===== config.mk =====
export PLATFORM = sky130hd
export DESIGN_NAME = rc4_stream_cipher
export DESIGN_NICKNAME = d
export VERILOG_FILES = /design/src/hw/rtl/rc4_pkg.sv /design/src/hw/rtl/rc4_front.sv /design/src/hw/rtl/rc4_cmd_queue.sv /design/src/hw/rtl/rc4_engine.sv /design/src/hw/rtl/rc4_stream_cipher.sv
export SDC_FILE = /design/constraint.sdc
export NUM_CORES = 2
export LEC_CHECK = 0
export BUFFER_PORTS_ARGS = -buffer_cell sky130_fd_sc_hd__buf_2
export CELL_PAD_IN_SITES_DETAIL_PLACEMENT = 0
export CELL_PAD_IN_SITES_GLOBAL_PLACEMENT = 1
export CORE_MARGIN = 10
export CORE_UTILIZATION = 23
export DETAILED_ROUTE_END_ITERATION = 12
export GPL_TIMING_DRIVEN = 0
export PLACE_DENSITY_LB_ADDON = 0.1
export SLEW_MARGIN = 25
export SYNTH_ARGS = -nofsm -noshare
export SYNTH_HDL_FRONTEND = slang
export SYNTH_MEMORY_MAX_BITS = 65536
export SYNTH_SLANG_ARGS = --single-unit

===== constraint.sdc =====
create_clock -name clock -period 8 [get_ports clock]
set_clock_uncertainty 0.1 [all_clocks]
set_input_delay 2.4 -clock clock [delete_from_list [all_inputs] [get_ports clock]]
set_output_delay 2.4 -clock clock [all_outputs]
set_load 0.01 [all_outputs]

===== src/hw/rtl/rc4_pkg.sv =====
// shared types and constants of the rc4 stream cipher
`timescale 1ns / 1ps
`default_nettype none

package rc4_pkg;

   // longest key kept in the key store, 1 to 256
   localparam int MAX_KEY_BYTES = 256;

   typedef logic [7:0] byte_type;
   typedef logic [8:0] key_cnt_type;

   localparam key_cnt_type KEY_LIMIT = key_cnt_type'(MAX_KEY_BYTES);

   // what a request asks of the engine
   typedef enum logic [1:0] {
      OP_KEY      = 2'd0,
      OP_KEY_LAST = 2'd1,
      OP_DATA     = 2'd2
   } op_type;

   typedef struct packed {
      op_type   op;
      byte_type value;
   } cmd_type;

   typedef struct packed {
      logic       sched_busy;
      logic [1:0] res_cnt;
   } eng_status_type;

endpackage

`default_nettype wire


===== src/hw/rtl/rc4_front.sv =====
// request stage: takes requests and turns them into engine commands
`timescale 1ns / 1ps
`default_nettype none

module rc4_front (
   input  wire logic             clock,
   input  wire logic             reset,
   input  wire logic             req_valid,
   output logic                  req_ready,
   input  wire logic             req_action,
   input  wire logic [7:0]       req_value,
   input  wire logic             req_key_last,
   output logic                  cmd_valid,
   output rc4_pkg::cmd_type      cmd,
   input  wire logic             cmd_ready
);

   logic             valid_ff;
   logic             valid_in;
   rc4_pkg::cmd_type cmd_ff;
   rc4_pkg::cmd_type cmd_in;
   logic             take;

   assign req_ready = !valid_ff || cmd_ready;
   assign take      = req_valid && req_ready;

   always_comb begin
      cmd_in.value = req_value;
      if (req_action) begin
         cmd_in.op = rc4_pkg::OP_DATA;
      end else if (req_key_last) begin
         cmd_in.op = rc4_pkg::OP_KEY_LAST;
      end else begin
         cmd_in.op = rc4_pkg::OP_KEY;
      end
      valid_in = take || (valid_ff && !cmd_ready);
   end

   always_ff @(posedge clock) begin
      if (reset) begin
         valid_ff <= 1'b0;
      end else begin
         valid_ff <= valid_in;
      end
   end

   always_ff @(posedge clock) begin
      if (take) begin
         cmd_ff <= cmd_in;
      end
   end

   assign cmd_valid = valid_ff;
   assign cmd       = cmd_ff;

endmodule

`default_nettype wire


===== src/hw/rtl/rc4_cmd_queue.sv =====
// two-entry command queue between the request stage and the engine
`timescale 1ns / 1ps
`default_nettype none

module rc4_cmd_queue (
   input  wire logic             clock,
   input  wire logic             reset,
   input  wire logic             in_valid,
   output logic                  in_ready,
   input  wire rc4_pkg::cmd_type in_cmd,
   output logic                  out_valid,
   input  wire logic             out_ready,
   output rc4_pkg::cmd_type      out_cmd
);

   rc4_pkg::cmd_type mem_ff [2];
   logic             wr_ff;
   logic             rd_ff;
   logic [1:0]       cnt_ff;
   logic             push;
   logic             pop;

   assign in_ready  = (cnt_ff != 2'd2);
   assign out_valid = (cnt_ff != 2'd0);
   assign push      = in_valid && in_ready;
   assign pop       = out_valid && out_ready;
   assign out_cmd   = mem_ff[rd_ff];

   always_ff @(posedge clock) begin
      if (reset) begin
         wr_ff  <= 1'b0;
         rd_ff  <= 1'b0;
         cnt_ff <= 2'd0;
      end else begin
         if (push) begin
            wr_ff <= !wr_ff;
         end
         if (pop) begin
            rd_ff <= !rd_ff;
         end
         cnt_ff <= cnt_ff + {1'b0, push} - {1'b0, pop};
      end
   end

   always_ff @(posedge clock) begin
      if (push) begin
         mem_ff[wr_ff] <= in_cmd;
      end
   end

endmodule

`default_nettype wire


===== src/hw/rtl/rc4_engine.sv =====
// cipher engine: key store, state box, key schedule and keystream
`timescale 1ns / 1ps
`default_nettype none

module rc4_engine (
   input  wire logic                clock,
   input  wire logic                reset,
   input  wire logic                cmd_valid,
   output logic                     cmd_ready,
   input  wire rc4_pkg::cmd_type    cmd,
   output logic                     rsp_valid,
   input  wire logic                rsp_ready,
   output logic [7:0]               rsp_data_out,
   output rc4_pkg::eng_status_type  status
);

   localparam logic [1:0] ST_IDLE   = 2'd0;
   localparam logic [1:0] ST_READ_I = 2'd1;
   localparam logic [1:0] ST_READ_J = 2'd2;
   localparam logic [1:0] ST_SWAP   = 2'd3;

   logic [1:0]            state_ff, state_in;
   logic                  sched_ff, sched_in;
   logic [7:0]            i_ff, i_in;
   logic [7:0]            j_ff, j_in;
   logic [7:0]            cur_ff, cur_in;
   logic [7:0]            si_ff, si_in;
   logic [7:0]            val_ff, val_in;
   logic [7:0]            k_ff, k_in;
   rc4_pkg::key_cnt_type  klen_ff, klen_in;
   rc4_pkg::key_cnt_type  key_cnt_ff, key_cnt_in;
   logic                  dw_valid_ff, dw_valid_in;
   logic [7:0]            dw_addr_ff, dw_addr_in;
   logic [7:0]            dw_data_ff, dw_data_in;
   logic                  fin_valid_ff, fin_valid_in;
   logic                  fin_match_ff, fin_match_in;
   logic [1:0]            res_cnt_ff;

   // state box memory with per-entry valid bits
   logic [7:0]            sbox_mem [256];
   logic [255:0]          sbox_vld_ff;
   logic [7:0]            sbox_rd_ff;
   logic [7:0]            sbox_rd_addr_ff;
   logic                  sbox_rd_vld_ff;
   logic                  byp_ff;
   logic [7:0]            byp_data_ff;
   logic [7:0]            rd_addr;
   logic                  we;
   logic [7:0]            waddr;
   logic [7:0]            wdata;
   logic                  sbox_clear;
   logic [7:0]            s_val;

   // key store
   logic [7:0]            key_mem [256];
   logic [7:0]            key_rd_ff;
   logic                  key_we;

   // result queue
   logic [7:0]            out_mem_ff [2];
   logic                  out_wr_ff;
   logic                  out_rd_ff;
   logic [1:0]            out_cnt_ff;
   logic                  out_push;
   logic                  rsp_fire;
   logic [7:0]            out_word;

   logic                  pop;
   logic                  data_start;
   rc4_pkg::key_cnt_type  cnt_after;
   logic [8:0]            k_next;
   logic [7:0]            jn;
   logic [7:0]            t_addr;

   assign s_val = byp_ff ? byp_data_ff : (sbox_rd_vld_ff ? sbox_rd_ff : sbox_rd_addr_ff);

   always_comb begin
      pop = 1'b0;
      if (state_ff == ST_IDLE && cmd_valid) begin
         if (cmd.op == rc4_pkg::OP_DATA) begin
            pop = (res_cnt_ff != 2'd2);
         end else begin
            pop = !dw_valid_ff;
         end
      end
   end

   assign cmd_ready  = pop;
   assign data_start = pop && (cmd.op == rc4_pkg::OP_DATA);
   assign cnt_after  = (key_cnt_ff < rc4_pkg::KEY_LIMIT) ? key_cnt_ff + 9'd1 : key_cnt_ff;
   assign k_next     = {1'b0, k_ff} + 9'd1;

   always_comb begin
      state_in     = state_ff;
      sched_in     = sched_ff;
      i_in         = i_ff;
      j_in         = j_ff;
      cur_in       = cur_ff;
      si_in        = si_ff;
      val_in       = val_ff;
      k_in         = k_ff;
      klen_in      = klen_ff;
      key_cnt_in   = key_cnt_ff;
      dw_valid_in  = 1'b0;
      dw_addr_in   = dw_addr_ff;
      dw_data_in   = dw_data_ff;
      fin_valid_in = 1'b0;
      fin_match_in = fin_match_ff;
      rd_addr      = 8'd0;
      we           = dw_valid_ff;
      waddr        = dw_addr_ff;
      wdata        = dw_data_ff;
      sbox_clear   = 1'b0;
      key_we       = 1'b0;
      jn           = j_ff + s_val;
      t_addr       = si_ff + s_val;
      case (state_ff)
         ST_IDLE: begin
            if (pop) begin
               case (cmd.op)
                  rc4_pkg::OP_DATA: begin
                     rd_addr  = i_ff + 8'd1;
                     i_in     = i_ff + 8'd1;
                     cur_in   = i_ff + 8'd1;
                     val_in   = cmd.value;
                     state_in = ST_READ_J;
                  end
                  rc4_pkg::OP_KEY, rc4_pkg::OP_KEY_LAST: begin
                     key_we     = (key_cnt_ff < rc4_pkg::KEY_LIMIT);
                     key_cnt_in = cnt_after;
                     if (cmd.op == rc4_pkg::OP_KEY_LAST) begin
                        klen_in    = cnt_after;
                        key_cnt_in = '0;
                        sbox_clear = 1'b1;
                        i_in       = 8'd0;
                        j_in       = 8'd0;
                        k_in       = 8'd0;
                        sched_in   = 1'b1;
                        state_in   = ST_READ_I;
                     end
                  end
                  default: begin
                  end
               endcase
            end
         end
         ST_READ_I: begin
            rd_addr  = i_ff;
            cur_in   = i_ff;
            i_in     = i_ff + 8'd1;
            k_in     = (k_next >= klen_ff) ? 8'd0 : k_next[7:0];
            state_in = ST_READ_J;
         end
         ST_READ_J: begin
            if (sched_ff) begin
               jn = j_ff + s_val + key_rd_ff;
            end
            rd_addr  = jn;
            j_in     = jn;
            si_in    = s_val;
            state_in = ST_SWAP;
         end
         ST_SWAP: begin
            we          = 1'b1;
            waddr       = cur_ff;
            wdata       = s_val;
            dw_valid_in = 1'b1;
            dw_addr_in  = j_ff;
            dw_data_in  = si_ff;
            if (!sched_ff) begin
               rd_addr      = t_addr;
               fin_valid_in = 1'b1;
               fin_match_in = (t_addr == j_ff);
               state_in     = ST_IDLE;
            end else if (cur_ff == 8'hFF) begin
               sched_in = 1'b0;
               j_in     = 8'd0;
               state_in = ST_IDLE;
            end else begin
               state_in = ST_READ_I;
            end
         end
         default: begin
            state_in = ST_IDLE;
         end
      endcase
   end

   always_ff @(posedge clock) begin
      if (reset) begin
         state_ff     <= ST_IDLE;
         sched_ff     <= 1'b0;
         i_ff         <= 8'd0;
         j_ff         <= 8'd0;
         key_cnt_ff   <= '0;
         dw_valid_ff  <= 1'b0;
         fin_valid_ff <= 1'b0;
      end else begin
         state_ff     <= state_in;
         sched_ff     <= sched_in;
         i_ff         <= i_in;
         j_ff         <= j_in;
         key_cnt_ff   <= key_cnt_in;
         dw_valid_ff  <= dw_valid_in;
         fin_valid_ff <= fin_valid_in;
      end
   end

   always_ff @(posedge clock) begin
      cur_ff       <= cur_in;
      si_ff        <= si_in;
      val_ff       <= val_in;
      k_ff         <= k_in;
      klen_ff      <= klen_in;
      dw_addr_ff   <= dw_addr_in;
      dw_data_ff   <= dw_data_in;
      fin_match_ff <= fin_match_in;
   end

   // state box: write-first through the bypass, unwritten entries read as identity
   always_ff @(posedge clock) begin
      if (we) begin
         sbox_mem[waddr] <= wdata;
      end
      sbox_rd_ff      <= sbox_mem[rd_addr];
      sbox_rd_addr_ff <= rd_addr;
      sbox_rd_vld_ff  <= sbox_vld_ff[rd_addr];
      byp_ff          <= we && (waddr == rd_addr);
      byp_data_ff     <= wdata;
   end

   always_ff @(posedge clock) begin
      if (reset || sbox_clear) begin
         sbox_vld_ff <= '0;
      end else if (we) begin
         sbox_vld_ff[waddr] <= 1'b1;
      end
   end

   always_ff @(posedge clock) begin
      if (key_we) begin
         key_mem[key_cnt_ff[7:0]] <= cmd.value;
      end
      key_rd_ff <= key_mem[k_ff];
   end

   // results: two slots, reserved when a data request starts
   assign out_push     = fin_valid_ff;
   assign out_word     = val_ff ^ (fin_match_ff ? si_ff : s_val);
   assign rsp_valid    = (out_cnt_ff != 2'd0);
   assign rsp_fire     = rsp_valid && rsp_ready;
   assign rsp_data_out = out_mem_ff[out_rd_ff];

   always_ff @(posedge clock) begin
      if (reset) begin
         out_wr_ff  <= 1'b0;
         out_rd_ff  <= 1'b0;
         out_cnt_ff <= 2'd0;
         res_cnt_ff <= 2'd0;
      end else begin
         if (out_push) begin
            out_wr_ff <= !out_wr_ff;
         end
         if (rsp_fire) begin
            out_rd_ff <= !out_rd_ff;
         end
         out_cnt_ff <= out_cnt_ff + {1'b0, out_push} - {1'b0, rsp_fire};
         res_cnt_ff <= res_cnt_ff + {1'b0, data_start} - {1'b0, rsp_fire};
      end
   end

   always_ff @(posedge clock) begin
      if (out_push) begin
         out_mem_ff[out_wr_ff] <= out_word;
      end
   end

   assign status.sched_busy = sched_ff;
   assign status.res_cnt    = res_cnt_ff;

endmodule

`default_nettype wire


===== src/hw/rtl/rc4_stream_cipher.sv =====
// top level of the rc4 stream cipher
`timescale 1ns / 1ps
`default_nettype none

// RC4 engine with a valid/ready request channel and a valid/ready result
// channel. A request with req_action low is a key byte; key bytes are kept
// in order (up to 256, more are dropped) and the one with req_key_last high
// starts the key schedule, which rebuilds the state box from the identity
// and clears both indices. A request with req_action high is a data byte;
// it yields one result, the byte XOR the next keystream byte, so the same
// stream encrypts and decrypts. Key bytes give no result. A data byte is
// worked in steps set by the single read port of the state box memory:
// read S[i], read S[j], then swap and read S[S[i]+S[j]]; the last swap
// write overlaps the next request. A key byte waits while a swap write is
// still pending, as after a data byte. Each of the 256 steps of the key
// schedule reads S[i], reads S[j] and swaps, through the same port. A
// request stage and a two-deep queue sit in front of the engine, so
// requests keep flowing while it works, and two result slots let a result
// wait for rsp_ready without stopping the engine. Data sent before any key
// runs on the reset state (identity box, indices zero).

module rc4_stream_cipher (
   input  wire logic        clock,
   input  wire logic        reset,
   input  wire logic        req_valid,
   output logic             req_ready,
   input  wire logic        req_action,
   input  wire logic [7:0]  req_value,
   input  wire logic        req_key_last,
   output logic             rsp_valid,
   input  wire logic        rsp_ready,
   output logic [7:0]       rsp_data_out
);

   // request stage to queue
   logic                    front_valid;
   logic                    front_ready;
   rc4_pkg::cmd_type        front_cmd;

   // queue to engine
   logic                    eng_valid;
   logic                    eng_ready;
   rc4_pkg::cmd_type        eng_cmd;

   rc4_pkg::eng_status_type eng_status;

   // classify each request as key byte, last key byte or data byte
   rc4_front u_front (
      .clock        (clock),
      .reset        (reset),
      .req_valid    (req_valid),
      .req_ready    (req_ready),
      .req_action   (req_action),
      .req_value    (req_value),
      .req_key_last (req_key_last),
      .cmd_valid    (front_valid),
      .cmd          (front_cmd),
      .cmd_ready    (front_ready)
   );

   // decouples request intake from the engine
   rc4_cmd_queue u_queue (
      .clock     (clock),
      .reset     (reset),
      .in_valid  (front_valid),
      .in_ready  (front_ready),
      .in_cmd    (front_cmd),
      .out_valid (eng_valid),
      .out_ready (eng_ready),
      .out_cmd   (eng_cmd)
   );

   // key store, key schedule and keystream generation
   rc4_engine u_engine (
      .clock        (clock),
      .reset        (reset),
      .cmd_valid    (eng_valid),
      .cmd_ready    (eng_ready),
      .cmd          (eng_cmd),
      .rsp_valid    (rsp_valid),
      .rsp_ready    (rsp_ready),
      .rsp_data_out (rsp_data_out),
      .status       (eng_status)
   );

   // never more results promised than the two result slots hold
   assert property (@(posedge clock) disable iff (reset)
      eng_status.res_cnt != 2'd3)
      else $error("result reservations overflow");

   // a shown result was reserved when its request started
   assert property (@(posedge clock) disable iff (reset)
      rsp_valid |-> eng_status.res_cnt != 2'd0)
      else $error("result without reservation");

   // no data request starts while the key schedule runs
   assert property (@(posedge clock) disable iff (reset)
      (eng_status.sched_busy && $past(eng_status.sched_busy))
         |-> eng_status.res_cnt <= $past(eng_status.res_cnt))
      else $error("data started during key schedule");

   // reset empties the result side
   assert property (@(posedge clock)
      $past(reset) |-> !rsp_valid)
      else $error("result present after reset");

endmodule

`default_nettype wire

; After elaboration in Yosys (flattened, before gate mapping)
; Memories as Yosys holds them, arrays and structs flattened. A register that Yosys moved wholly into a read port is not among the register bits.
; Index checks and enable logic that the tools add are counted.
[word_totals]
reg_bits = 383
ramBits = 4132
input_bits = 14
memories = 4
[memory_table]
columns = memory, depth, word_bits, rd, rd_ports_with_merged_regs, wr, line_no
row1 = u_engine.key_mem, 256, 8, 1, 1, 1, rc4_engine.sv:55  ; logic [7:0] key_mem [256];
row2 = u_engine.sbox_mem, 256, 8, 1, 1, 1, rc4_engine.sv:40  ; logic [7:0] sbox_mem [256];
row3 = u_queue.mem_ff, 2, 10, 1, 1, 1, rc4_cmd_queue.sv:16  ; rc4_pkg::cmd_type mem_ff [2];
row4 = u_engine.out_mem_ff, 2, 8, 1, 1, 1, rc4_engine.sv:60  ; logic [7:0] out_mem_ff [2];
[op_classes]
add_sub_neg = 12
n_lt_le_gt_ge = 5
eq_ne = 18
n_mux = 67
bitwise = 4
reduce_logical = 38
[ops]
columns = operator, count
row1 = OR 256 bit, 1
row2 = two-way mux 8 bit, 18
row3 = one-hot mux 8 bit (2 select lines), 4
row4 = two-way mux 1 bit, 33
row5 = one-hot mux 8 bit (4 select lines), 1
row6 = adder 8 bit, 3
row7 = one-hot mux 8 bit (3 select lines), 1
row8 = < comparator 8 x 9 -> 1 bit (second input constant), 2
row9 = two-way mux 9 bit, 2
row10 = equality test 8 bit, 2
row11 = AND reduction 4 bit, 4
row12 = AND reduction 3 bit, 4
row13 = inequality test 2 bit (second input constant), 5
row14 = adder 8 x 1 -> 9 bit (second input constant), 1
row15 = adder 9 x 1 -> 9 bit (second input constant), 1
row16 = greater-or-equal comparator 9 bit, 1
row17 = logical AND 1 bit, 9
row18 = < comparator 9 bit (second input constant), 1
row19 = adder 8 x 1 -> 8 bit (second input constant), 1
row20 = binary-select mux 1 bit (select 8 bit), 1
row21 = demux 1 bit (select 8 bit), 1
row22 = equality test 8 bit (second input constant), 1
row23 = greater-or-equal comparator 8 x 1 -> 1 bit (second input constant), 1
row24 = one-hot mux 2 bit (4 select lines), 1
row25 = other kinds (19), 45

; Longest topological paths before layout
[logic_depth]
depth_word = 8
ltp_mapped = 24
depth_no_buf = 21

; By module
; A second synthesis with hierarchy kept.
[hier_totals]
cells_unflattened = 10952
area_unflattened_um2 = 179394.6
[modules_own_cells]
columns = module, instances, cells_each, area_each_um2
row1 = rc4_engine, 1, 10876, 178058.3
row2 = rc4_cmd_queue, 1, 60, 974.7
row3 = rc4_front, 1, 16, 361.6

; Worst setup path before layout
; No wires, ideal clock.
[synth_timing]
path_type = flip-flop to flip-flop
from = register u_engine.sbox_rd_vld_ff
to = register u_engine.sbox_rd_vld_ff
arrival_ps = 4682
t_required_ps = 7812
slack_ps = 3130
path_stages_with_launch = 22
period_less_slack_ps = 4870
path_cell_list = dfxtp_1 buf_2 mux2i_1 o21ai_0 inv_1 fa_1 nand2b_1 a21oi_1 a21oi_1 ha_1 o211a_1 a221oi_1 xor2_1 o32ai_1 o21ai_1 buf_2 buf_2 nor4_1 a2111oi_0 nand4_1 a31o_1 nor4_2
[synth_between]
elab_chain_len = 8
elab_cells_between_ends = 10
[synth_rtl]
columns = item, line_no
row1 = "start, declared", rc4_engine.sv:44  ; logic sbox_rd_vld_ff;
row2 = "start signal, assigned", rc4_engine.sv:227  ; sbox_rd_vld_ff <= sbox_vld_ff[rd_addr];
row3 = two-way mux 8 bit (*) (2 in series), rc4_engine.sv:75  ; assign s_val = byp_ff ? byp_data_ff : (sbox_rd_vld_ff ? sbox_rd_ff : sbox_rd_addr_ff);
row4 = via u_engine.s_val[1], rc4_engine.sv:52  ; logic [7:0] s_val;
row5 = adder 8 bit, "rc4_engine.sv:115, rc4_engine.sv:156"
row6 = adder 8 bit, rc4_engine.sv:156  ; jn = j_ff + s_val + key_rd_ff;
row7 = two-way mux 8 bit, rc4_engine.sv:155  ; if (sched_ff) begin
row8 = one-hot mux 8 bit (4 select lines) (*), rc4_engine.sv:117  ; case (state_ff)
row9 = binary-select mux 1 bit (select 8 bit) (*), rc4_engine.sv:227
row10 = two-way mux 1 bit (implied by the code) (*), rc4_engine.sv:227
; Mark *: on every way through the listed nets, which the timed path passes. The rest lies on a longest branch. The select of a mux whose other input is x is not followed.
; A chain may end at the register's enable or synchronous reset.

; Worst setup path after layout
[layout_timing]
from = register u_engine.sbox_rd_vld_ff
to = register u_engine.sbox_rd_ff[1] (read register of u_engine.sbox_mem)
[layout_between]
elab_chain_len = 6
elab_cells_between_ends = 8
[layout_rtl]
columns = item, line_no
row1 = two-way mux 8 bit (*) (2 in series), rc4_engine.sv:75
row2 = via u_engine.s_val[0], rc4_engine.sv:52
row3 = adder 8 bit, "rc4_engine.sv:115, rc4_engine.sv:156"
row4 = adder 8 bit, rc4_engine.sv:156
row5 = two-way mux 8 bit, rc4_engine.sv:155
row6 = one-hot mux 8 bit (4 select lines) (*), rc4_engine.sv:117
row7 = "end, declared", rc4_engine.sv:42  ; logic [7:0] sbox_rd_ff;
; Mark *: on every way through the listed nets, which the timed path passes. The rest lies on a longest branch.

==> metrics.md <==
| Metric | Value |
|---|---|
| Net count reported at finish | `11900` |
| Main synth FF type | `sky130_fd_sc_hd__edfxtp_1` |
| Number of warning messages in the yosys log | `0` |
| Synthesis-to-finish area growth | `22.3%` |
| Largest stage delay on the critical path | `1170 ps` |
| Syn nets | `11000` |
| Post-layout instance count excluding filler cells | `22700` |
| Reg clk slew, reported paths | `70 ps` |
| Flop and latch count out of synthesis | `4533` |
| Total Die Area | `0.817 mm^2` |
| Clock network fraction of design power | `30.4%` |
| Clock period minus worst slack | `8540 ps` |
| Number of buffers and inverters on the critical path | `7` |
| Post-detailed-route DRC marker count | `0` |
| Layout cell share with drive strength beyond 1 | `23.1%` |
| Outcome | `finished, violations left` |
| Detailed router's first-iteration violation count | `14100` |
| Number of search-and-repair iterations in the first detailed-routing pass | `6` |
| Largest cells by area after synthesis | `sky130_fd_sc_hd__edfxtp_1 70%, sky130_fd_sc_hd__mux4_2 9.3%, sky130_fd_sc_hd__dfxtp_1 3.7%` |
| Switching power | `32.7 mW` |
| HPWL reported at the end of detailed placement | `708 mm` |
| IO buf count | `22` |
| Count of boundary I/O pins | `24` |
| Critical path class | `reg2reg` |
| Net switching fraction of the power | `40.6%` |
| Count of unique library cells instantiated by Yosys | `88` |
| Routed via count | `113000` |
| Maximum number of pins on one net before global-route repair | `117` |
| Fraction of post-synthesis cell area in the top cell type by area | `70.2%` |
| CP delay by family, top | `buffers and inverters` |
| Max IR drop VDD | `240 uV` |
| Average vias per placed instance | `4.99` |
| Power density normalized to cell area | `367 mW/mm^2` |
| Violated checks | `negative setup slack` |
| Number of antenna violations at the first check in global routing | `132` |
| Antenna viol nets, final | `0` |
| Die Span X | `904 um` |
| Placer congestion estimate | `0.975` |
| Clock sink count | `4533` |
| Highest attainable clock frequency | `117 MHz` |
| Inserted Clock Buffers | `546` |
| Type of the most critical hold path | `reg2reg` |
| Count of mapped cells out of synthesis | `11000` |
| Summed instance area of the synthesized netlist | `0.180 mm^2` |
| Max Transition Viols Final | `0` |
| Critical Path, Cell by Cell | `buf_2, mux2i_1, o21ai_4, ha_1, inv_1, fa_1, fa_1, mux2i_1, a221oi_4, a21o_1, buf_4, buf_6, buf_4, buf_2, buf_2, nand2_1, nand3_1, a21oi_1, o21ai_0, nand4_1, and3_1, nand4_1` |
| Hold_ws | `365 ps` |
| Final critical-path share of the clock period | `107%` |
| Power share of the sequential group | `33.8%` |
| CTS root buffer | `sky130_fd_sc_hd__clkbuf_16` |
| Cell type with the highest aggregate area in the netlist | `sky130_fd_sc_hd__edfxtp_1` |
| Number of buffers inserted for hold repair after clock tree synthesis | `0` |
| Number of synthesized flops with an enable pin | `4200` |
| Required time of the critical path | `8870 ps` |
| Wire length of the first global-routing pass | `1210 mm` |
| Seq/Total Area, Yosys | `73.9%` |
| Critical-path maximum fanout | `19` |
| Normalized max-slew margin | `3.27%` |
| Leftover overflow at the end of global routing | `0` |
| Share of total power in combinational logic | `35.8%` |
| Maximum count of clock buffers along a single path | `4` |
| Most common cell on crit path | `sky130_fd_sc_hd__buf_2` |
| Placeable core area | `0.778 mm^2` |
| Worst-Skew Late Latency | `1110 ps` |
| Post-layout worst setup margin | `-536 ps` |
| Measured slew at the worst slew-check pin | `1450 ps` |
| Effective utilization at floorplan | `23.1%` |
| # Max-Cap Violations | `0` |
| Mapped Avg Cell Area | `16.4 um^2` |
| Leakage | `70.0 nW` |
| Cell count after placement | `21600` |
| Final setup violating endpoints | `5` |
| CP Launch Type | `flip-flop` |
| Worst endpoint data arrival time | `9410 ps` |
| CP max-delay cell | `sky130_fd_sc_hd__nand4_1` |
| H-tree Lvls | `6` |
| Vertical die dimension | `904 um` |
| Total Power Consumption | `80.7 mW` |
| Total wire length after detailed routing | `960 mm` |
| Endpoint kind of the worst setup timing path | `flip-flop` |
| Number of rows in the core area | `324` |
| Global-route usage over all layers | `22.8%` |
| Number of global-route vias before repair | `111000` |
| Avg WL per Cell | `42.4 um` |
| Hold Violations, Final | `0` |
| Post-synthesis async set-or-reset flop share | `0%` |
| Internal power | `48.0 mW` |
| CTS tree | `built` |
## cell usage after synthesis, types with 19 or more instances
library cell / instances
sky130_fd_sc_hd__edfxtp_1: 4200
sky130_fd_sc_hd__nand2_1: 1715
sky130_fd_sc_hd__nand3_1: 785
sky130_fd_sc_hd__mux4_2: 744
sky130_fd_sc_hd__nor2_1: 607
sky130_fd_sc_hd__dfxtp_1: 333
sky130_fd_sc_hd__clkbuf_1: 296
sky130_fd_sc_hd__o21a_1: 262
sky130_fd_sc_hd__buf_2: 247
sky130_fd_sc_hd__mux2i_1: 238
sky130_fd_sc_hd__a311oi_1: 185
sky130_fd_sc_hd__a31oi_1: 146
sky130_fd_sc_hd__buf_1: 145
sky130_fd_sc_hd__and3_1: 131
sky130_fd_sc_hd__a211oi_1: 127
sky130_fd_sc_hd__a21oi_1: 113
sky130_fd_sc_hd__inv_1: 103
sky130_fd_sc_hd__ha_1: 48
sky130_fd_sc_hd__o21ai_0: 48
sky130_fd_sc_hd__xnor2_1: 47
sky130_fd_sc_hd__a22oi_1: 35
sky130_fd_sc_hd__nor2b_1: 34
sky130_fd_sc_hd__mux2_2: 31
sky130_fd_sc_hd__nand4_1: 31
sky130_fd_sc_hd__buf_4: 26
sky130_fd_sc_hd__xor2_1: 20
sky130_fd_sc_hd__a221oi_1: 19
## per-layer routing
layer | share of wire, % | GRT usage (%) | vias to the layer above
met1 | 40 | 28.3 | 61100
met2 | 47 | 37.3 | 5530
met5 | 0.033 | 0 | -
met3 | 6.6 | 4.24 | 1658
li1 | - | - | 44700
met4 | 6.9 | 13.1 | 48
## logic make-up (layout without fill, tap and decap cells)
family | count (synthesis) | after routing | share of synthesized area, %
DFF | 4533 | 4533 | 73.9
and+or+nand+nor | 3399 | 3399 | 8.10
AOI/OAI and AO/OA | 1078 | 1078 | 4.45
muxes | 1013 | 1013 | 10.8
buffers and inverters | 830 | 2149 | 1.99
xor gates and xnor gates | 67 | 67 | 0.327
adders and majority gates | 51 | 51 | 0.368
other | 0 | 110 | 0
## cell type report
cell class	instances	area, um^2
Inverter	110	418
Multi-Input combinational cell	5608	45100
Clock buffer	734	15000
Fill cell	77800	559000
Sequential cell	4533	133000
Antenna cell	110	275
Tap cell	10300	12800
Timing Repair Buffer	348	7070
Buffer	709	3940
Clock inverter	248	2150
## power by group through the flow
stage	Combinational [mW]	Sequential, mW	Clock (mW)
6_report	28.9	27.3	24.5
5_1_grt	28.6	27.3	25.8
4_1_cts	28.3	27.3	24.9
3_5_place_dp	28.0	27.8	0
3_3_place_gp	26.1	28.2	0
2_1_floorplan	9.81	27.9	0
## placed cells by master (no fill, tap or decap), types with 103 or more instances in the layout
cell,count
sky130_fd_sc_hd__edfxtp_1,4200
sky130_fd_sc_hd__nand2_1,1705
sky130_fd_sc_hd__nand3_1,782
sky130_fd_sc_hd__mux4_2,744
sky130_fd_sc_hd__clkbuf_16,567
sky130_fd_sc_hd__dfxtp_1,333
sky130_fd_sc_hd__nor2_1,316
sky130_fd_sc_hd__o21a_1,262
sky130_fd_sc_hd__buf_2,253
sky130_fd_sc_hd__clkbuf_1,251
sky130_fd_sc_hd__mux2i_1,238
sky130_fd_sc_hd__nor2_2,227
sky130_fd_sc_hd__clkbuf_2,180
sky130_fd_sc_hd__a311oi_1,176
sky130_fd_sc_hd__buf_16,145
sky130_fd_sc_hd__a31oi_1,141
sky130_fd_sc_hd__and3_1,131
sky130_fd_sc_hd__buf_4,122
sky130_fd_sc_hd__a211oi_1,121
sky130_fd_sc_hd__diode_2,110
sky130_fd_sc_hd__a21oi_1,109
sky130_fd_sc_hd__inv_1,103
## sequential cells by signal, summed over array words and instances, names as in the netlist, 8 cells and up, named ones only
signal	count
u_engine.key_mem	2048
u_engine.out_mem_ff	16
u_engine.key_cnt_ff	9
u_engine.sbox_rd_ff	8
u_engine.si_ff	8
u_engine.j_ff	8
u_engine.val_ff	8
u_engine.dw_addr_ff	8
u_engine.sbox_vld_ff	256
u_queue.mem_ff	20
u_engine.cur_ff	8
u_engine.k_ff	8
u_engine.klen_ff	9
u_engine.byp_data_ff	8
u_front.cmd	10
u_engine.dw_data_ff	8
u_engine.key_rd_ff	8
u_engine.i_ff	8
u_engine.sbox_rd_addr_ff	8
u_engine.sbox_mem	2048
## what timing repair did
item                                    CTS  global route
pin swaps                                 9             5
hold endpoints to repair                  0             0
buffers inserted                          2             2
resized for setup                       173            42
endpoints found under the setup margin   10             9
## per-stage QoR
stage	setup TNS, ps	worst slack [ps]	instance area, um^2	util, %
finish	-1470	-536	220000	28.2
floorplan	0	3130	180000	-
global route	-607	-350	219000	28.2
global placement	-4206340	-4520	193000	24.7
CTS	-0.910	-0.910	219000	28.2
detailed placement	-15960	-1850	201000	25.9
## final timing paths
path / to / cells after the start / slack (ps) / from
max: u_engine.sbox_rd_ff[1] / 22 / -540 / u_engine.sbox_rd_vld_ff
min: u_engine.sbox_vld_ff[85] / 1 / 370 / u_engine.sbox_vld_ff[85]
max reg2reg: u_engine.sbox_rd_ff[1] / 22 / -540 / u_engine.sbox_rd_vld_ff
min reg2reg: u_engine.sbox_vld_ff[85] / 1 / 370 / u_engine.sbox_vld_ff[85]
(Power assumes the default switching activity.)
